### config.mk
export PLATFORM = sky130hd
export DESIGN_NAME = jpeg_marker_segment_parser_top
export DESIGN_NICKNAME = d
export VERILOG_FILES = /design/src/design/jmsp_pkg.sv /design/src/design/jpeg_marker_segment_parser_top.sv
export SDC_FILE = /design/constraint.sdc
export NUM_CORES = 1
export LEC_CHECK = 0
export ABC_AREA = 1
export BUFFER_PORTS_ARGS = -buffer_cell sky130_fd_sc_hd__buf_2
export CAP_MARGIN = 20
export CORE_MARGIN = 5
export CORE_UTILIZATION = 30
export DETAILED_ROUTE_END_ITERATION = 10
export GPL_TIMING_DRIVEN = 0
export SYNTH_ARGS = -nofsm -noshare
export SYNTH_HDL_FRONTEND = slang
export SYNTH_SLANG_ARGS = --single-unit
### constraint.sdc
create_clock -name clk -period 6.4 [get_ports clk]
set_input_delay 0.32 -clock clk [delete_from_list [all_inputs] [get_ports clk]]
set_output_delay 0.32 -clock clk [all_outputs]
set_load 0.01 [all_outputs]
### src/design/jmsp_pkg.sv
// jmsp_pkg: shared constants for the jpeg marker segment parser
// no dependencies
package jmsp_pkg;
  localparam logic [4:0] PH_WAIT    = 5'd0;
  localparam logic [4:0] PH_MARKS   = 5'd1;
  localparam logic [4:0] PH_ENTROPY = 5'd2;
  localparam logic [4:0] PH_DONE    = 5'd3;
  localparam logic [4:0] PH_HALT    = 5'd4;
  localparam logic [4:0] PH_SEG     = 5'd8;

  localparam logic [2:0] K_FRAME = 3'd0;
  localparam logic [2:0] K_DQT   = 3'd1;
  localparam logic [2:0] K_DHT   = 3'd2;
  localparam logic [2:0] K_DRI   = 3'd3;
  localparam logic [2:0] K_SOS   = 3'd4;
  localparam logic [2:0] K_OTHER = 3'd5;

  localparam logic [3:0] EV_SOI     = 4'd0;
  localparam logic [3:0] EV_FRAME   = 4'd1;
  localparam logic [3:0] EV_QUANT   = 4'd2;
  localparam logic [3:0] EV_HCOUNT  = 4'd3;
  localparam logic [3:0] EV_HSYM    = 4'd4;
  localparam logic [3:0] EV_RESTART = 4'd5;
  localparam logic [3:0] EV_SCAN    = 4'd6;
  localparam logic [3:0] EV_ENTROPY = 4'd7;
  localparam logic [3:0] EV_END     = 4'd8;
  localparam logic [3:0] EV_ERROR   = 4'd9;

  localparam logic [15:0] ERR_NO_SOI    = 16'd0;
  localparam logic [15:0] ERR_PROG      = 16'd1;
  localparam logic [15:0] ERR_COMPS     = 16'd2;
  localparam logic [15:0] ERR_TABLE     = 16'd3;
  localparam logic [15:0] ERR_TRUNCATED = 16'd4;

  localparam logic [7:0] M_SOI  = 8'hD8;
  localparam logic [7:0] M_EOI  = 8'hD9;
  localparam logic [7:0] M_SOF0 = 8'hC0;
  localparam logic [7:0] M_SOF2 = 8'hC2;
  localparam logic [7:0] M_DQT  = 8'hDB;
  localparam logic [7:0] M_DHT  = 8'hC4;
  localparam logic [7:0] M_DRI  = 8'hDD;
  localparam logic [7:0] M_SOS  = 8'hDA;
  localparam logic [7:0] M_RST0 = 8'hD0;
  localparam logic [7:0] M_RST7 = 8'hD7;
  localparam logic [7:0] M_TEM  = 8'h01;

  localparam logic [8:0] QT_BYTES = 9'd65;
  localparam logic [8:0] MAX_SYMBOLS = 9'd256;
  localparam logic [8:0] POS_MAX = 9'd511;

  typedef struct packed {
    logic [3:0]  ev;
    logic [1:0]  tab;
    logic [7:0]  idx;
    logic [15:0] val;
  } result_t;
endpackage

### src/design/jpeg_marker_segment_parser_top.sv
// jpeg_marker_segment_parser_top: byte-serial jpeg marker and segment parser
// depends on jmsp_pkg
//
// takes one file byte per transfer and answers with zero, one or two result
// transfers. the byte is decoded against the parser state in one pass of
// logic and its results land in a four-entry output queue. a byte is taken
// whenever the queue has room for the two results a byte may cause, so the
// block takes one byte per clock whenever that room is there; a byte with
// two results drains while later bytes keep entering as long as room remains.
// segments other than sof0, dqt, dht, dri and sos are skipped by their
// length; run_end marks the last result caused by one byte.
module jpeg_marker_segment_parser_top (
  input  logic        clk,
  input  logic        rst,
  input  logic        in_valid,
  output logic        in_stall,
  input  logic [7:0]  data_byte,
  input  logic        final_byte,
  output logic        out_valid,
  input  logic        out_stall,
  output logic [3:0]  event_res,
  output logic [1:0]  table_number,
  output logic [7:0]  entry_index,
  output logic [15:0] value,
  output logic        run_end
);

  // parser state
  logic [4:0]  parse_phase, parse_phase_next;
  logic        held_ff, held_ff_next;
  logic [15:0] segment_remaining, segment_remaining_next;
  logic [8:0]  field_position, field_position_next;
  logic [7:0]  high_byte, high_byte_next;
  logic [1:0]  current_table, current_table_next;
  logic [8:0]  symbol_total, symbol_total_next;
  logic [1:0]  component_count, component_count_next;
  logic [15:0] restart_interval, restart_interval_next;
  logic        thumbnail_skip, thumbnail_skip_next;
  logic        error_hold, error_hold_next;

  // results of the current byte
  jmsp_pkg::result_t res [2];
  logic [1:0] res_n;

  // output queue: up to four entries, each result plus its run_end flag
  logic [30:0] q_mem [4];
  logic [1:0]  q_rd, q_wr;
  logic [2:0]  q_cnt;

  logic in_fire, out_fire;
  assign in_stall = (q_cnt > 3'd2);
  assign in_fire = in_valid && !in_stall;
  assign out_valid = (q_cnt != 3'd0);
  assign out_fire = out_valid && !out_stall;
  assign {event_res, table_number, entry_index, value, run_end} = q_mem[q_rd];

  always_comb begin
    logic [7:0]  b;
    logic [4:0]  ph;
    logic [2:0]  kind;
    logic [1:0]  sub;
    logic [8:0]  pos, nxt;
    logic [15:0] len;
    logic [9:0]  sum;
    logic        do_disp;
    logic [7:0]  m;

    b = data_byte;
    ph = parse_phase;
    kind = 3'd0;
    sub = 2'd0;
    pos = field_position;
    nxt = 9'd0;
    len = 16'd0;
    sum = 10'd0;
    do_disp = 1'b0;
    m = b;
    parse_phase_next = parse_phase;
    held_ff_next = held_ff;
    segment_remaining_next = segment_remaining;
    field_position_next = field_position;
    high_byte_next = high_byte;
    current_table_next = current_table;
    symbol_total_next = symbol_total;
    component_count_next = component_count;
    restart_interval_next = restart_interval;
    thumbnail_skip_next = thumbnail_skip;
    error_hold_next = error_hold;
    res[0] = '0;
    res[1] = '0;
    res_n = 2'd0;

    if (ph == jmsp_pkg::PH_WAIT || ph == jmsp_pkg::PH_MARKS) begin
      if (held_ff) begin
        if (b == 8'h00) begin
          held_ff_next = 1'b0;
        end else if (b != 8'hFF) begin
          held_ff_next = 1'b0;
          if (ph == jmsp_pkg::PH_WAIT) begin
            if (b == jmsp_pkg::M_SOI) begin
              res[0] = '{jmsp_pkg::EV_SOI, 2'd0, 8'd0, 16'd0};
              res_n = 2'd1;
              parse_phase_next = jmsp_pkg::PH_MARKS;
            end else begin
              res[0] = '{jmsp_pkg::EV_ERROR, 2'd0, 8'd0, jmsp_pkg::ERR_NO_SOI};
              res_n = 2'd1;
              error_hold_next = 1'b1;
              parse_phase_next = jmsp_pkg::PH_HALT;
            end
          end else if (thumbnail_skip) begin
            if (b == jmsp_pkg::M_EOI) thumbnail_skip_next = 1'b0;
          end else begin
            do_disp = 1'b1;
          end
        end
      end else if (b == 8'hFF) begin
        held_ff_next = 1'b1;
      end
    end else if (ph == jmsp_pkg::PH_ENTROPY) begin
      if (held_ff) begin
        if (b == 8'h00) begin
          held_ff_next = 1'b0;
          res[0] = '{jmsp_pkg::EV_ENTROPY, 2'd0, 8'd0, 16'h00FF};
          res_n = 2'd1;
        end else if (b == 8'hFF) begin
          // fill byte dropped
        end else if (b >= jmsp_pkg::M_RST0 && b <= jmsp_pkg::M_RST7
                     && restart_interval != 16'd0) begin
          held_ff_next = 1'b0;
          res[0] = '{jmsp_pkg::EV_RESTART, 2'd0, 8'd1, {13'd0, b[2:0]}};
          res_n = 2'd1;
        end else begin
          do_disp = 1'b1;
        end
      end else if (b == 8'hFF) begin
        held_ff_next = 1'b1;
      end else begin
        res[0] = '{jmsp_pkg::EV_ENTROPY, 2'd0, 8'd0, {8'd0, b}};
        res_n = 2'd1;
      end
    end else if (ph >= jmsp_pkg::PH_SEG) begin
      kind = 3'((ph - jmsp_pkg::PH_SEG) >> 2);
      sub = ph[1:0];
      if (kind <= jmsp_pkg::K_OTHER) begin
        if (sub == 2'd0) begin
          high_byte_next = b;
          parse_phase_next = ph + 5'd1;
        end else if (sub == 2'd1) begin
          len = {high_byte, b};
          segment_remaining_next = (len >= 16'd2) ? len - 16'd2 : 16'd0;
          field_position_next = 9'd0;
          symbol_total_next = 9'd0;
          parse_phase_next = ph + 5'd1;
          if (len < 16'd3) begin
            held_ff_next = 1'b0;
            parse_phase_next = (kind == jmsp_pkg::K_SOS) ? jmsp_pkg::PH_ENTROPY
                                                        : jmsp_pkg::PH_MARKS;
          end
        end else if (sub == 2'd2) begin
          nxt = (pos < jmsp_pkg::POS_MAX) ? pos + 9'd1 : jmsp_pkg::POS_MAX;
          segment_remaining_next = segment_remaining - 16'd1;
          case (kind)
            jmsp_pkg::K_FRAME: begin
              if (pos == 9'd0) begin
                res[0] = '{jmsp_pkg::EV_FRAME, 2'd0, 8'd0, {8'd0, b}};
                res_n = 2'd1;
              end else if (pos == 9'd1 || pos == 9'd3) begin
                high_byte_next = b;
              end else if (pos == 9'd2 || pos == 9'd4) begin
                res[0] = '{jmsp_pkg::EV_FRAME, 2'd0, {6'd0, pos[2:1]}, {high_byte, b}};
                res_n = 2'd1;
              end else if (pos == 9'd5) begin
                res[0] = '{jmsp_pkg::EV_FRAME, 2'd0, 8'd3, {8'd0, b}};
                res_n = 2'd1;
                if (b != 8'd3) begin
                  res[1] = '{jmsp_pkg::EV_ERROR, 2'd0, 8'd0, jmsp_pkg::ERR_COMPS};
                  res_n = 2'd2;
                  error_hold_next = 1'b1;
                end else begin
                  component_count_next = 2'd3;
                end
              end else if (pos <= 9'd14) begin
                res[0] = '{jmsp_pkg::EV_FRAME, 2'd0, 8'(pos - 9'd2), {8'd0, b}};
                res_n = 2'd1;
              end
            end
            jmsp_pkg::K_DQT: begin
              if (pos == 9'd0) begin
                if (b[3:0] > 4'd3) begin
                  res[0] = '{jmsp_pkg::EV_ERROR, 2'd0, 8'd0, jmsp_pkg::ERR_TABLE};
                  res_n = 2'd1;
                  error_hold_next = 1'b1;
                end else begin
                  current_table_next = b[1:0];
                end
                nxt = 9'd1;
              end else begin
                res[0] = '{jmsp_pkg::EV_QUANT, current_table, 8'(pos - 9'd1), {8'd0, b}};
                res_n = 2'd1;
                nxt = (pos >= jmsp_pkg::QT_BYTES - 9'd1) ? 9'd0 : pos + 9'd1;
              end
            end
            jmsp_pkg::K_DHT: begin
              if (pos == 9'd0) begin
                if (b[7:4] > 4'd1 || b[3:0] > 4'd1) begin
                  res[0] = '{jmsp_pkg::EV_ERROR, 2'd0, 8'd0, jmsp_pkg::ERR_TABLE};
                  res_n = 2'd1;
                  error_hold_next = 1'b1;
                end else begin
                  current_table_next = {b[4], b[0]};
                end
                symbol_total_next = 9'd0;
                nxt = 9'd1;
              end else if (pos <= 9'd16) begin
                res[0] = '{jmsp_pkg::EV_HCOUNT, current_table, 8'(pos - 9'd1), {8'd0, b}};
                res_n = 2'd1;
                sum = {1'b0, symbol_total} + {2'd0, b};
                symbol_total_next = (sum > 10'(jmsp_pkg::MAX_SYMBOLS))
                                    ? jmsp_pkg::MAX_SYMBOLS : sum[8:0];
                nxt = (pos < 9'd16) ? pos + 9'd1
                      : ((symbol_total_next != 9'd0) ? 9'd17 : 9'd0);
              end else begin
                res[0] = '{jmsp_pkg::EV_HSYM, current_table, 8'(pos - 9'd17), {8'd0, b}};
                res_n = 2'd1;
                symbol_total_next = (symbol_total != 9'd0) ? symbol_total - 9'd1 : 9'd0;
                nxt = (symbol_total_next != 9'd0) ? pos + 9'd1 : 9'd0;
              end
            end
            jmsp_pkg::K_DRI: begin
              if (pos == 9'd0) begin
                high_byte_next = b;
              end else if (pos == 9'd1) begin
                restart_interval_next = {high_byte, b};
                res[0] = '{jmsp_pkg::EV_RESTART, 2'd0, 8'd0, {high_byte, b}};
                res_n = 2'd1;
              end
            end
            jmsp_pkg::K_SOS: begin
              res[0] = '{jmsp_pkg::EV_SCAN, 2'd0,
                         (pos > 9'd255) ? 8'd255 : pos[7:0], {8'd0, b}};
              res_n = 2'd1;
            end
            default: begin
            end
          endcase
          if (error_hold_next) begin
            parse_phase_next = jmsp_pkg::PH_HALT;
          end else begin
            field_position_next = nxt;
            if (segment_remaining_next == 16'd0) begin
              held_ff_next = 1'b0;
              parse_phase_next = (kind == jmsp_pkg::K_SOS) ? jmsp_pkg::PH_ENTROPY
                                                          : jmsp_pkg::PH_MARKS;
            end
          end
        end
      end
    end

    // marker dispatch, shared by marker scanning and entropy data
    if (do_disp) begin
      held_ff_next = 1'b0;
      if (m == jmsp_pkg::M_SOI) begin
        thumbnail_skip_next = 1'b1;
        parse_phase_next = jmsp_pkg::PH_MARKS;
      end else if (m == jmsp_pkg::M_EOI) begin
        res[0] = '{jmsp_pkg::EV_END, 2'd0, 8'd0, 16'd0};
        res_n = 2'd1;
        parse_phase_next = jmsp_pkg::PH_DONE;
      end else if (m == jmsp_pkg::M_SOF2) begin
        res[0] = '{jmsp_pkg::EV_ERROR, 2'd0, 8'd0, jmsp_pkg::ERR_PROG};
        res_n = 2'd1;
        error_hold_next = 1'b1;
        parse_phase_next = jmsp_pkg::PH_HALT;
      end else if (m == jmsp_pkg::M_SOF0) begin
        parse_phase_next = jmsp_pkg::PH_SEG + {jmsp_pkg::K_FRAME, 2'b00};
      end else if (m == jmsp_pkg::M_DQT) begin
        parse_phase_next = jmsp_pkg::PH_SEG + {jmsp_pkg::K_DQT, 2'b00};
      end else if (m == jmsp_pkg::M_DHT) begin
        parse_phase_next = jmsp_pkg::PH_SEG + {jmsp_pkg::K_DHT, 2'b00};
      end else if (m == jmsp_pkg::M_DRI) begin
        parse_phase_next = jmsp_pkg::PH_SEG + {jmsp_pkg::K_DRI, 2'b00};
      end else if (m == jmsp_pkg::M_SOS) begin
        parse_phase_next = jmsp_pkg::PH_SEG + {jmsp_pkg::K_SOS, 2'b00};
      end else if ((m >= jmsp_pkg::M_RST0 && m <= jmsp_pkg::M_RST7)
                   || m == jmsp_pkg::M_TEM) begin
        parse_phase_next = jmsp_pkg::PH_MARKS;
      end else begin
        parse_phase_next = jmsp_pkg::PH_SEG + {jmsp_pkg::K_OTHER, 2'b00};
      end
    end

    // last byte of the file: closing result if due, then back to reset state
    if (final_byte) begin
      if (parse_phase_next != jmsp_pkg::PH_DONE && parse_phase_next != jmsp_pkg::PH_HALT
          && !error_hold_next && res_n != 2'd2) begin
        if (parse_phase_next >= jmsp_pkg::PH_SEG)
          res[res_n[0]] = '{jmsp_pkg::EV_ERROR, 2'd0, 8'd0, jmsp_pkg::ERR_TRUNCATED};
        else if (parse_phase_next == jmsp_pkg::PH_WAIT)
          res[res_n[0]] = '{jmsp_pkg::EV_ERROR, 2'd0, 8'd0, jmsp_pkg::ERR_NO_SOI};
        else
          res[res_n[0]] = '{jmsp_pkg::EV_END, 2'd0, 8'd0, 16'd0};
        res_n = res_n + 2'd1;
      end
      parse_phase_next = jmsp_pkg::PH_WAIT;
      held_ff_next = 1'b0;
      segment_remaining_next = 16'd0;
      field_position_next = 9'd0;
      high_byte_next = 8'd0;
      current_table_next = 2'd0;
      symbol_total_next = 9'd0;
      component_count_next = 2'd0;
      restart_interval_next = 16'd0;
      thumbnail_skip_next = 1'b0;
      error_hold_next = 1'b0;
    end
  end

  always_ff @(posedge clk) begin
    if (rst) begin
      parse_phase <= jmsp_pkg::PH_WAIT;
      held_ff <= 1'b0;
      segment_remaining <= 16'd0;
      field_position <= 9'd0;
      high_byte <= 8'd0;
      current_table <= 2'd0;
      symbol_total <= 9'd0;
      component_count <= 2'd0;
      restart_interval <= 16'd0;
      thumbnail_skip <= 1'b0;
      error_hold <= 1'b0;
    end else if (in_fire) begin
      parse_phase <= parse_phase_next;
      held_ff <= held_ff_next;
      segment_remaining <= segment_remaining_next;
      field_position <= field_position_next;
      high_byte <= high_byte_next;
      current_table <= current_table_next;
      symbol_total <= symbol_total_next;
      component_count <= component_count_next;
      restart_interval <= restart_interval_next;
      thumbnail_skip <= thumbnail_skip_next;
      error_hold <= error_hold_next;
    end
  end

  // queue write: results of the accepted byte, run_end on the last
  logic [1:0] wr_n;
  assign wr_n = in_fire ? res_n : 2'd0;

  always_ff @(posedge clk) begin
    if (wr_n != 2'd0)
      q_mem[q_wr] <= {res[0], (res_n == 2'd1)};
    if (wr_n == 2'd2)
      q_mem[q_wr + 2'd1] <= {res[1], 1'b1};
  end

  always_ff @(posedge clk) begin
    if (rst) begin
      q_rd <= 2'd0;
      q_wr <= 2'd0;
      q_cnt <= 3'd0;
    end else begin
      q_wr <= q_wr + wr_n;
      q_rd <= q_rd + {1'b0, out_fire};
      q_cnt <= q_cnt + {1'b0, wr_n} - {2'd0, out_fire};
    end
  end

`ifndef SYNTH
  a_no_overflow: assert property (@(posedge clk) disable iff (rst)
    q_cnt <= 3'd4) else $error("output queue overflow");
  a_hold_reset: assert property (@(posedge clk) disable iff (rst)
    (in_fire && final_byte) |=> (parse_phase == jmsp_pkg::PH_WAIT && !error_hold))
    else $error("state not cleared after last byte");
  a_halt_err: assert property (@(posedge clk) disable iff (rst)
    error_hold |-> parse_phase == jmsp_pkg::PH_HALT) else $error("error without halt");
  a_out_stable: assert property (@(posedge clk) disable iff (rst)
    (out_valid && out_stall) |=> out_valid) else $error("result dropped while stalled");
`endif
endmodule

======== Yosys cells after proc, flatten, opt, wreduce, memory -nomap -nowiden ========
Memories as Yosys holds them, arrays and structs flattened. A register that Yosys moved wholly into a read port is not among the register bits.
Cells that the tools add are included.
Widths: inputs -> output; s select.
word-level totals
  memories ................................ 1
  bits in writable memories ............... 124
  register bits ........................... 75
  output and inout port bits .............. 33
  logic and storage cells ................. 423
  bits of input ports ..................... 13
memory list
  memory  depth  width  rd ports  clocked after memory_dff  wr ports  RTL line                              text
  q_mem   4      31     1         1                         2         jpeg_marker_segment_parser_top.sv:46  logic [30:0] q_mem [4];
operators by class
  order comparisons ....................... 20
  mux-type cells .......................... 266
  reduce and logical (&&, ||, !) cells .... 50
  add/subtract/negate cells ............... 16
  eq/ne operators ......................... 47
  bitwise operators ....................... 10
operator list
  kind                count
  $mux 30             25
  $mux 60             10
  $mux 16             20
  $mux 9              29
  $mux 29             7
  $pmux 30 s5         1
  $mux 5              26
  $mux 8              12
  $mux 1              90
  $mux 27             3
  $eq 8x8->1 const B  9
  $mux 2              36
  $and 58x58->58      1
  $not 58->58         1
  $and 56x56->56      1
  $not 56->56         1
  $and 54x54->54      1
  $not 54->54         1
  $demux 30 s1        1
  $reduce_bool 9->1   3
  $reduce_and 8->1    3
  $reduce_and 11->1   2
  $eq 9x2->1 const B  2
  $eq 9x3->1 const B  2
  other kinds (79)    122

======== Logic depth before layout (Yosys ltp) ========
Gate-level depths: netlist of run 1.
  depth after elaboration ................. 34
  depth in mapped cells ................... 34
  mapped depth without buffers ............ 34

======== Worst setup path before layout of run 1 ========
OpenSTA, ideal clock, no wires.
  path kind ............................... flip-flop to flip-flop
  from .................................... reg parse_phase[3]
  to ...................................... mem q_mem[0][10] (enable)
  stages on the path, launching flop included .. 25
  slack ................................... 1955 ps
  path buffers ............................ 2
  setup time .............................. 387 ps
  arrival ................................. 4058 ps
  clock period less this slack ............ 4445 ps
  cells stage by stage .................... dfxtp_1 -> inv_2 -> ha_1 -> o21ai_0 -> inv_1 -> nor2_2 -> inv_2 -> nor2_2 -> nand2_1 -> nor2_2 -> o21ai_1 -> o21ai_0 -> nand2_1 -> nand3_1 -> inv_2 -> ha_1 -> nor3_2 -> nand3_1 -> nand2_2 -> nand3_4 -> nand2_4 -> buf_8 -> nand2_4 -> buf_6 -> nand2_1
RTL lines
  item                    RTL line                               text
  from (decl)             jpeg_marker_segment_parser_top.sv:29   logic [4:0] parse_phase, parse_phase_next;
  from (signal assigned)  jpeg_marker_segment_parser_top.sv:321  parse_phase <= jmsp_pkg::PH_WAIT;
  from (signal assigned)  jpeg_marker_segment_parser_top.sv:333  parse_phase <= parse_phase_next;
  to (decl)               jpeg_marker_segment_parser_top.sv:46

==> impl_summary.txt, run 1 <==
----------------------------------------------------
[Die]
  Die extent in x ... 215.5 um
  Core Region ... 41,850 sq um
  Count of standard-cell rows ... 75
  Area of the die ... 46,430 sq um
  Top-level I/O count ... 46
  Effective utilization at floorplan ... 30.26%
  Die Y ... 215.5 um

[Placed design]
  Placed wire-length estimate ... 29.16 mm
  Number of cells after detailed placement ... 2,284
  Placement Setup Slack ... 911.1 ps
  Port Buf Inserts ... 44
  Final weighted congestion in routability-driven placement ... 0.9560

[Power]
  Maximum ir drop on the vdd rail ... 162.9 uV
  Proportion of power drawn by the clock network ... 26.1%
  Leakage power total ... 0.005543 uW
  Sw Share ... 38.98%
  Net switching power ... 1754 uW
  Sequential share of power ... 37.6%
  Areal power density over the cells ... 316.2 nW/um^2
  Portion of total power attributed to combinational logic ... 36.2%
  Int Pwr ... 2746 uW

[Setup path]
  WP data required ... 6600 ps
  Critical path capture point type ... flip-flop
  Worst path arrival time ... 5760 ps
  Category of the worst setup path launch point ... flip-flop
  Path type of the worst setup path ... flip-flop to flip-flop
  Maximum fanout along the worst path ... 19
  Timing startpoint of the critical path ... parse_phase[3]$_SDFFE_PP0P_
  Source of the worst register-to-register timing path ... parse_phase[3]$_SDFFE_PP0P_

[Clock tree]
  Register clock-pin slew on the reported worst setup and hold paths ... 80 ps
  Depth of the CTS H-tree ... 4
  Root buffer cell ... clkbuf_16
  Total clock buffers created by CTS ... 17
  Number of cells upsized or downsized after cts ... 0
  Hold Buf Count CTS ... 0
  # Post-CTS Setup Buffers ... 0
  Clock Sinks ... 199
  Clock latency of the later-clocked register in the worst-skew pair ... 450 ps
  CTS tree ... built
  Clock tree buffer depth ... 2

[Synthesis]
  Number of distinct library cells after synthesis ... 59
  Number of synthesized register bits ... 199
  Fraction of registers with async set or reset after synthesis ... 0%
  Post-synthesis instance area ... 12,670 sq um
  EDFF count, synth ... 120
  Number of instances in the synthesized netlist ... 1,699
  Yosys synthesis warning count ... 0
  Share of the yosys chip area belonging to registers ... 40.94%
  Avg Synthesized Cell Area ... 7.455 sq um
  Syn Nets ... 1,748
  Main synth FF type ... edfxtp_1

[Layout]
  Final standard cell count with taps included and fillers excluded ... 2,316
  Final net count ... 1,813
  Layout cell share with drive strength beyond 1 ... 9.904%
  Antenna diode instance count ... 0
  Filler Cell Count ... 4,495
  Syn-to-layout area delta ... 12.35%

[Flow run]
  MaxCap Viol Count ... 0

[STA]
  Worst path setup slack after routing ... 845.5 ps
  Measured slew at the worst slew-check pin ... 946.4 ps
  Count of endpoints failing hold in the final timing report ... 0
  Worst slew slack as a fraction of its limit ... 36.75%
  Post-layout min period ... 5555 ps
  Setup violations, final ... 0
  Post-route clock period utilization ... 86.79%
  Max-slew violation count ... 0
  Clock skew ... 13.11 ps
  Max frequency ... 180.0 MHz
  TNS Setup ... 0 ps
  Setup repair after global routing missed its margin ... false
  Hold slack final ... 380.5 ps

[Global routing]
  Vias in the first global route ... 11,390
  Global Route Usage Sum ... 16.41%
  Global route total overflow ... 0
  Wire length of the first global-routing pass ... 61.97 mm
  Maximum number of pins on one net before global-route repair ... 31
  Initial antenna violation count ... 1

[Drt]
  Vias ... 11,880
  Drt wl/cell ... 16.86 um
  First-iteration detailed-routing DRC count ... 1,209
  Final WL ... 39.04 mm
  Detailed-router iteration count before antenna repair ... 6
  Average via count per standard cell ... 5.127
  Number of design rule violations left after detail routing ... 0
  Count of antenna-violating nets left after detailed routing ... 0

[Outcome]
  Run status ... complete, no violations

[Worst hold path]
  Worst hold path type ... input port to flip-flop
  Origin of the worst min-delay path ... in_valid

----------------------------------------------------
## worst max-delay path, cell delays in order (launching register included)
cell	delay [ps]
dfxtp_1	510
inv_2	100
ha_1	380
o21ai_0	180
inv_1	70
nor2_2	230
inv_2	90
nor2_2	160
nand2_1	80
nor2_2	410
o21ai_1	260
o21ai_0	260
nand2_1	80
nand3_1	110
inv_2	60
ha_1	200
nor3_2	240
nand4_1	220
nand3_4	190
nand2_4	80
nand2_1	90
buf_2	270
nand2_1	610
buf_8	390
## cells in the mapped netlist, drive strengths merged, types with 5 or more instances
library cell  number  area share [%]
nor2             359              12
nand2            306             9.6
inv              173             5.1
o21ai            163             6.6
edfxtp           120              28
a21oi            102             4.0
nand3             84             3.5
dfxtp             79              12
o22ai             43             2.1
clkbuf            42             1.2
ha                34             3.4
xor2              26             1.8
nor3              21             1.0
buf               20             1.3
nand4             16            0.79
a211oi            14            0.87
nor4              14            0.69
a31oi             12            0.59
xnor2             12            0.83
clkinv             7            0.21
a32o               6            0.47
nand3b             6            0.45
a221oi             5            0.35
o211ai             5            0.30
## layout by cell type (no fill, tap or decap), types with 13 or more instances in the layout
cell | synthesis | routed
a211oi_1 | 13 | 13
a21oi_1 | 102 | 102
buf_2 | 9 | 53
clkbuf_1 | 42 | 44
clkbuf_16 | 0 | 17
dfxtp_1 | 79 | 79
edfxtp_1 | 120 | 120
ha_1 | 34 | 34
inv_1 | 154 | 154
inv_2 | 18 | 18
nand2_1 | 289 | 286
nand2_2 | 11 | 14
nand3_1 | 81 | 81
nand4_1 | 16 | 16
nor2_1 | 332 | 332
nor2_2 | 16 | 16
nor3_1 | 17 | 17
nor4_1 | 14 | 14
o21ai_0 | 148 | 148
o22ai_1 | 43 | 43
xor2_1 | 26 | 26
## logic make-up after synthesis
kind of cell | after synthesis | synth area share, %
AND/OR/NAND/NOR | 812 | 28.09
AO/OA/AOI/OAI | 372 | 16.76
buffers and inverters | 242 | 7.903
flip-flops | 199 | 40.94
XOR/XNOR | 38 | 2.628
adder cells (fa/ha/maj) | 36 | 3.675
## sequential cells by signal, summed over array words and instances (netlist names)
register	cells
error_hold	1
q_cnt	3
symbol_total	9
thumbnail_skip	1
current_table	2
q_rd	2
parse_phase	5
restart_interval	16
field_position	9
q_wr	2
high_byte	8
q_mem	124
held_ff	1
segment_remaining	16
## power groups by stage
stage	sequential [uW]	combinational (uW)	clock, uW
global placement	1720	1610	0
floorplan	1690	1070	0
detailed placement	1720	1640	0
finish	1690	1630	1180
CTS	1690	1640	1200
global route	1710	1810	1250
## metrics by stage
stage	util (%)	area, sq um	total power (uW)
3_5_place_dp	32.47	13590	3359
2_1_floorplan	-	12670	2767
3_3_place_gp	32.40	13560	3329
4_1_cts	34.00	14230	4535
5_1_grt	34.00	14230	4771
6_report	34.00	14230	4500
## layer usage
metal / vias to the layer above / GRT usage (%) / wire length [um]
met5: - / 0 / 13
met4: 2 / 3.755 / 612
met2: 352 / 27.03 / 18110
li1: 5867 / - / -
met3: 49 / 2.536 / 2329
met1: 5605 / 22.84 / 17970
## cell type report
class | count | area (sq um) | area share [%]
repair buffers | 46 | 242.7 | 1.706
plain buffers | 62 | 322.8 | 2.269
multi-input cells | 1258 | 6487 | 45.59
clock buffers | 20 | 446.7 | 3.139
inverters | 180 | 678.2 | 4.766
clock inverters | 12 | 192.7 | 1.354
flip-flops and latches | 199 | 5185 | 36.44
well taps | 539 | 674.4 | 4.739
## final timing paths
| check | end | slack (ps) | cells after the start |
|---|---|---|---|
| hold reg to reg | restart_interval[11]$_SDFFE_PP0P_ | 470 | 2 |
| setup / recovery | q_mem[2][2]$_DFFE_PP_ | 850 | 23 |
| hold / removal | q_mem[1][0]$_SDFFE_PP1N_ | 380 | 5 |
| setup reg to reg | q_mem[2][2]$_DFFE_PP_ | 850 | 23 |
Note: power is estimated with default switching activity, not from simulation.
==> run 2, diff against run 1 <==
- CAP_MARGIN: 20 -> 30
- CORE_UTILIZATION: 30 -> 45
==> impl_summary.txt, run 2 (synthesis gave the netlist of run 1 again) <==
----------------------------------------------------
[Global routing]
  Maximum number of pins on one net before global-route repair ... 31
  Vias in the first global route ... 11,610
  Global Route Usage Sum ... 24.45%
  Initial antenna violation count ... 0
  Wire length of the first global-routing pass ... 61.05 mm
  Global route total overflow ... 0

[Setup path]
  Worst path arrival time ... 5390 ps
  Critical path capture point type ... flip-flop
  Category of the worst setup path launch point ... flip-flop
  Worst-path cell with the longest stage delay ... nand2_2
  Category of cells accounting for the largest share of critical-path delay ... simple AND/OR/NAND/NOR gates
  Cell-by-cell trace of the critical path ... inv_2, ha_1, o21ai_0, inv_1, nor2_2, inv_2, nor2_2, nand2_1, nor2_2, o21ai_1, o21ai_0, nand2_1, nand3_1, inv_2, ha_1, nor3_2, nand3_1, nand2_1, nand3_2, nand2_4, buf_8, nand2_4, buf_6, nand2_2
  WP data required ... 6460 ps
  CP max stage delay ... 630 ps
  Length in cells of the worst reg-to-reg path ... 24
  Worst path bufs/invs ... 6
  Path type of the worst setup path ... flip-flop to flip-flop
  Count of cell instances traversed by the critical path ... 24
  Maximum fanout along the worst path ... 30

[Die]
  Die extent in x ... 177.8 um
  Count of standard-cell rows ... 61
  Top-level I/O count ... 46
  Area of the die ... 31,600 sq um
  Die Y ... 177.8 um
  Effective utilization at floorplan ... 45.59%
  Core Region ... 27,780 sq um

[Worst hold path]
  Worst hold stages ... 5
  Worst hold path type ... input port to flip-flop

[Placed design]
  Placed wire-length estimate ... 28.30 mm
  Placement Setup Slack ... 1150 ps
  Port Buf Inserts ... 44
  Final weighted congestion in routability-driven placement ... 0.9232

[Drt]
  Final WL ... 38.14 mm
  Vias ... 11,830
  Count of antenna-violating nets left after detailed routing ... 0
  Drt wl/cell ... 17.71 um
  Detailed-router iteration count before antenna repair ... 7
  Average via count per standard cell ... 5.491
  Number of design rule violations left after detail routing ... 0
  First-iteration detailed-routing DRC count ... 798

[Layout]
  Commonest non-fill, non-tap cells in the layout ... nor2_1, nand2_1, inv_1
  Flip-flop count of the largest register after layout ... 124
  Layout cell share with drive strength beyond 1 ... 10.02%
  Biggest registers after layout ... q_mem x124, restart_interval x16, segment_remaining x16
  Syn-to-layout area delta ... 10.65%
  Filler Cell Count ... 2,866
  Leading cell type in the layout, fill and taps excluded ... nor2_1
  Final net count ... 1,812
  Antenna diode instance count ... 0
  Register with the most flip-flops ... q_mem

[Clock tree]
  Clock latency of the later-clocked register in the worst-skew pair ... 460 ps
  # Post-CTS Setup Buffers ... 0
  Depth of the CTS H-tree ... 4
  CTS tree ... built
  Number of cells upsized or downsized after cts ... 0
  Total clock buffers created by CTS ... 17
  Hold Buf Count CTS ... 0
  Root buffer cell ... clkbuf_16
  Clock Sinks ... 199
  Register clock-pin slew on the reported worst setup and hold paths ... 80 ps
  Clock tree buffer depth ... 2

[STA]
  Post-layout min period ... 5330 ps
  Worst path setup slack after routing ... 1070 ps
  Setup violations, final ... 0
  Count of endpoints failing hold in the final timing report ... 0
  Measured slew at the worst slew-check pin ... 859.8 ps
  TNS Setup ... 0 ps
  Post-route clock period utilization ... 83.28%
  Max frequency ... 187.6 MHz
  Setup repair after global routing missed its margin ... false
  Clock skew ... 30.25 ps
  Worst slew slack as a fraction of its limit ... 42.48%
  Max-slew violation count ... 0

[Power]
  Sequential share of power ... 37.9%
  Portion of total power attributed to combinational logic ... 35.7%
  Areal power density over the cells ... 318.5 nW/um^2
  Leakage power total ... 0.005539 uW
  Sw Share ... 40.57%
  Maximum ir drop on the vdd rail ... 198.0 uV
  Int Pwr ... 2652 uW
  Net switching power ... 1811 uW
  Proportion of power drawn by the clock network ... 26.4%

[Flow run]
  MaxCap Viol Count ... 0

[Outcome]
  Run status ... complete, no violations

----------------------------------------------------
-- run 2: metal layers --
layer  up-vias  track usage (%)  part of all wire [%]
li1       5873                -                     -
met5         -                0                     0
met1      5512            32.58                    45
met4         0            7.348                   2.4
met2       387            41.36                    48
met3        56            3.536                   5.4
-- run 2: worst reg2reg max path: stages, from the launching register on --
cell     delay (ps)
dfxtp_1         540
inv_2           110
ha_1            390
o21ai_0         180
inv_1            60
nor2_2          230
inv_2            80
nor2_2          170
nand2_1          90
nor2_2          360
o21ai_1         230
o21ai_0         290
nand2_1          80
nand3_1         120
inv_2            60
ha_1            200
nor3_2          250
nand3_1         150
nand2_1         110
nand3_2         120
nand2_4         120
buf_8           140
nand2_4          70
buf_6           180
nand2_2         630
-- run 2: per-stage QoR --
stage / hold slack, ps / cell area (sq um) / std cells / utilization (%) / total power (uW)
global placement: 439.0 / 13360 / 2121 / 48.09 / 3303
finish: 363.5 / 14010 / 2154 / 50.45 / 4463
floorplan: 423.6 / 12670 / 1699 / - / 2767
global route: 378.9 / 14010 / 2154 / 50.45 / 4721
detailed placement: 451.9 / 13370 / 2122 / 48.14 / 3320
CTS: 365.6 / 14010 / 2154 / 50.45 / 4480
-- run 2: final timing paths --
| check | slack, ps | from | end |
|---|---|---|---|
| max | 1070 | parse_phase[3]$_SDFFE_PP0P_ | q_mem[0][20]$_SDFFCE_PP0P_ |
| min | 360 | data_byte[6] | segment_remaining[6]$_SDFFE_PP0P_ |
| max reg2reg | 1070 | parse_phase[3]$_SDFFE_PP0P_ | q_mem[0][20]$_SDFFCE_PP0P_ |
| min reg2reg | 460 | current_table[0]$_SDFFE_PP0P_ | current_table[0]$_SDFFE_PP0P_ |
-- run 2: cell type report --
cell class                 count  area, sq um  area share [%]
clock buffer                  17        425.4           3.035
multi-input combinational   1258         6490           46.31
tap                          378        473.0           3.375
buffer                        62        322.8           2.303
sequential                   199         5185           37.00
clock inverter                15        215.2           1.536
timing repair buffer          45        225.2           1.607
inverter                     180        678.2           4.839
-- run 2: power by group through the flow --
stage	clock [uW]	combinational, uW	sequential (uW)
final	1180	1590	1690
after floorplan	0	1070	1690
after global placement	0	1580	1720
after global routing	1240	1770	1710
after CTS	1180	1600	1690
after detailed placement	0	1600	1720
==> run 3, diff against run 2 <==
- ABC_AREA: 1 -> 0
- clock period: 6.4 -> 5.3 ns (I/O delays scaled with it)
==> impl_summary.txt, run 3 <==
----------------------------------------------------
[Outcome]
  Run status ... complete, no violations

[Synthesis]
  Post-synthesis instance area ... 12,380 sq um
  Area share of the leading cell type in the synthesized netlist ... 29.10%
  Count leader, synth ... nor2_1
  EDFF count, synth ... 120
  Avg Synthesized Cell Area ... 9.044 sq um
  Number of distinct library cells after synthesis ... 81
  Fraction of registers with async set or reset after synthesis ... 0%
  Share of the yosys chip area belonging to registers ... 41.88%
  Yosys synthesis warning count ... 0
  Largest area contributor in the netlist ... edfxtp_1
  Syn Nets ... 1,418
  Number of instances in the synthesized netlist ... 1,369
  Largest cells by area after synthesis ... edfxtp_1, dfxtp_1, nor2_1
  Synth cell count leaders ... nor2_1, nand2_1, edfxtp_1
  Main synth FF type ... edfxtp_1
  Number of synthesized register bits ... 199

[Setup path]
  Source of the worst register-to-register timing path ... segment_remaining[0]$_SDFFE_PP0P_
  Length in cells of the worst reg-to-reg path ... 20
  Flop2flop setup slack ... 240 ps
  Maximum fanout along the worst path ... 8
  Worst path arrival time ... 5370 ps
  WP data required ... 5610 ps
  RR Endpoint ... q_cnt[2]$_SDFF_PP0_
  Critical path capture point type ... flip-flop
  Path type of the worst setup path ... flip-flop to flip-flop
  Category of the worst setup path launch point ... flip-flop

[Placed design]
  Cell area reported after detailed placement ... 13,090 sq um
  Placed wire-length estimate ... 27.53 mm
  Final weighted congestion in routability-driven placement ... 1.040
  Port Buf Inserts ... 45

[Worst hold path]
  Origin of the worst min-delay path ... rst
  Worst hold path type ... input port to flip-flop
  Worst Hold Path EP ... field_position[4]$_SDFFE_PP0P_
  Worst hold stages ... 2

[Die]
  Top-level I/O count ... 46
  Die extent in x ... 175.9 um
  Die Y ... 175.9 um
  Area of the die ... 30,930 sq um
  Count of standard-cell rows ... 60
  Effective utilization at floorplan ... 45.81%
  Core Region ... 27,030 sq um

[Layout]
  Flip-flop count of the largest register after layout ... 124
  Commonest non-fill, non-tap cells in the layout ... nor2_1, nand2_1, edfxtp_1
  Layout cell share with drive strength beyond 1 ... 13.47%
  Syn-to-layout area delta ... 13.08%
  Filler Cell Count ... 2,586
  Leading cell type in the layout, fill and taps excluded ... nor2_1
  Biggest registers after layout ... q_mem x124, restart_interval x16, segment_remaining x16
  Final Instance Area ... 14,000 sq um
  Register with the most flip-flops ... q_mem
  Final net count ... 1,491
  End-of-flow core utilization ... 51.81%
  Antenna diode instance count ... 0

[Clock tree]
  CTS tree ... built
  Clock latency of the later-clocked register in the worst-skew pair ... 450 ps
  Root buffer cell ... clkbuf_16
  Total clock buffers created by CTS ... 17
  Depth of the CTS H-tree ... 4
  Register clock-pin slew on the reported worst setup and hold paths ... 80 ps
  Clock Sinks ... 199
  Hold Buf Count CTS ... 0
  Clock tree buffer depth ... 2

[STA]
  Post-route clock period utilization ... 95.41%
  Max-slew violation count ... 0
  Worst slew slack as a fraction of its limit ... 31.76%
  Post-layout min period ... 5057 ps
  Max frequency ... 197.8 MHz
  Clock skew ... 25.04 ps
  Count of endpoints failing hold in the final timing report ... 0
  Measured slew at the worst slew-check pin ... 1014 ps
  Setup violations, final ... 0
  Setup repair after global routing missed its margin ... false

[Drt]
  Average via count per standard cell ... 6.143
  Final WL ... 37.87 mm
  First-iteration detailed-routing DRC count ... 1,272
  Drt wl/cell ... 21.08 um
  Detailed-router iteration count before antenna repair ... 8
  Count of antenna-violating nets left after detailed routing ... 0
  Vias ... 11,030
  Number of design rule violations left after detail routing ... 0

[Global routing]
  Wire length of the first global-routing pass ... 59.22 mm
  Vias in the first global route ... 10,430
  Initial antenna violation count ... 0
  Maximum number of pins on one net before global-route repair ... 31
  Global Route Usage Sum ... 24.19%
  Global route total overflow ... 0

[Power]
  Areal power density over the cells ... 292.7 nW/um^2
  Leakage power total ... 0.004675 uW
  Maximum ir drop on the vdd rail ... 193.0 uV

[Flow run]
  MaxCap Viol Count ... 0

----------------------------------------------------
run 3: cell count changes after synthesis, moves of 31 or more:
cell	before	now
nor2_1	332	231
inv_1	154	38
nand3_1	81	21
o21ai_0	148	91
nand2_1	289	127
mux4_2	0	31
run 3: logic make-up after synthesis:
family | count (synthesis) | synth area share (%)
mux | 50 | 7.205
simple gates | 577 | 22.65
fa+ha+maj | 37 | 3.840
buf+inv | 126 | 4.163
compound gates | 344 | 17.72
flops | 199 | 41.88
xor+xnor | 36 | 2.546
run 3: worst max-delay path by stage:
stage / from / endpoint / slack, ps / cells after the start
5_1_grt: segment_remaining[0]$_SDFFE_PP0P_ / q_cnt[2]$_SDFF_PP0_ / 6 / 20
3_3_place_gp: parse_phase[3]$_SDFFE_PP0P_ / q_mem[1][11]$_SDFFCE_PP0P_ / -1340 / 19
4_1_cts: parse_phase[3]$_SDFFE_PP0P_ / q_cnt[2]$_SDFF_PP0_ / 9 / 21
2_1_floorplan: parse_phase[3]$_SDFFE_PP0P_ / q_cnt[2]$_SDFF_PP0_ / 10 / 25
6_report: segment_remaining[0]$_SDFFE_PP0P_ / q_cnt[2]$_SDFF_PP0_ / 240 / 20
3_5_place_dp: parse_phase[3]$_SDFFE_PP0P_ / q_cnt[2]$_SDFF_PP0_ / -1050 / 25
run 3: area by class of cell:
cell class / count / area (sq um) / share of cell area [%]
Clock buffer: 17 / 425.4 / 3.038
Sequential cell: 199 / 5189 / 37.06
Tap cell: 341 / 426.7 / 3.047
Multi-Input combinational cell: 1044 / 6915 / 49.39
Clock inverter: 15 / 202.7 / 1.448
Timing Repair Buffer: 55 / 311.5 / 2.225
Buffer: 85 / 379.1 / 2.708
Inverter: 40 / 151.4 / 1.081
run 3: per-layer routing:
layer / wire length [um] / track usage [%] / up-vias
met3: 2529 / 4.003 / 62
met4: 884 / 6.108 / 0
met5: 0 / 0 / -
met1: 16780 / 34.37 / 5304
met2: 17670 / 38.74 / 456
li1: - / - / 5210
run 3: power by group:
group          total [uW]  internal (uW)  switching, uW
sequential           1750           1710           42.9
clock                1390            660            728
combinational         961            410            551
run 3: through the flow:
step           std cells  hold WS, ps  total power [uW]  worst slack [ps]  TNS [ps]
2_1_floorplan       1369        367.6              2411             14.96         0
3_3_place_gp        1755        441.6              2703             -1341   -166560
3_5_place_dp        1758        448.0              2728             -1048   -103190
4_1_cts             1793        168.5              4107             8.575         0
5_1_grt             1796        189.1              4273             5.933         0
6_report            1796        192.9              4099             243.3         0
run 3: critical path, stage by stage, from the launching register on:
cell and delay (ps):
dfxtp_1 380, inv_1 90, ha_2 250, or4b_1 610, a2111oi_2 390, o21bai_1 120
a2111o_1 470, a2111oi_4 410, o21a_2 270, and4b_2 290, nor3_4 60, xnor2_1 200
nand2_1 90, ha_1 310, inv_1 50, ha_1 130, inv_1 50, fa_1 400
xnor2_2 150, xnor2_1 140, nor2_1 50
run 3: what timing repair did:
item / 4_1_cts / 5_1_grt
resized for setup: 21 / 36
pin swaps: 2 / 6
endpoints found under the setup margin: 237 / 122
setup buffers: 3 / 4
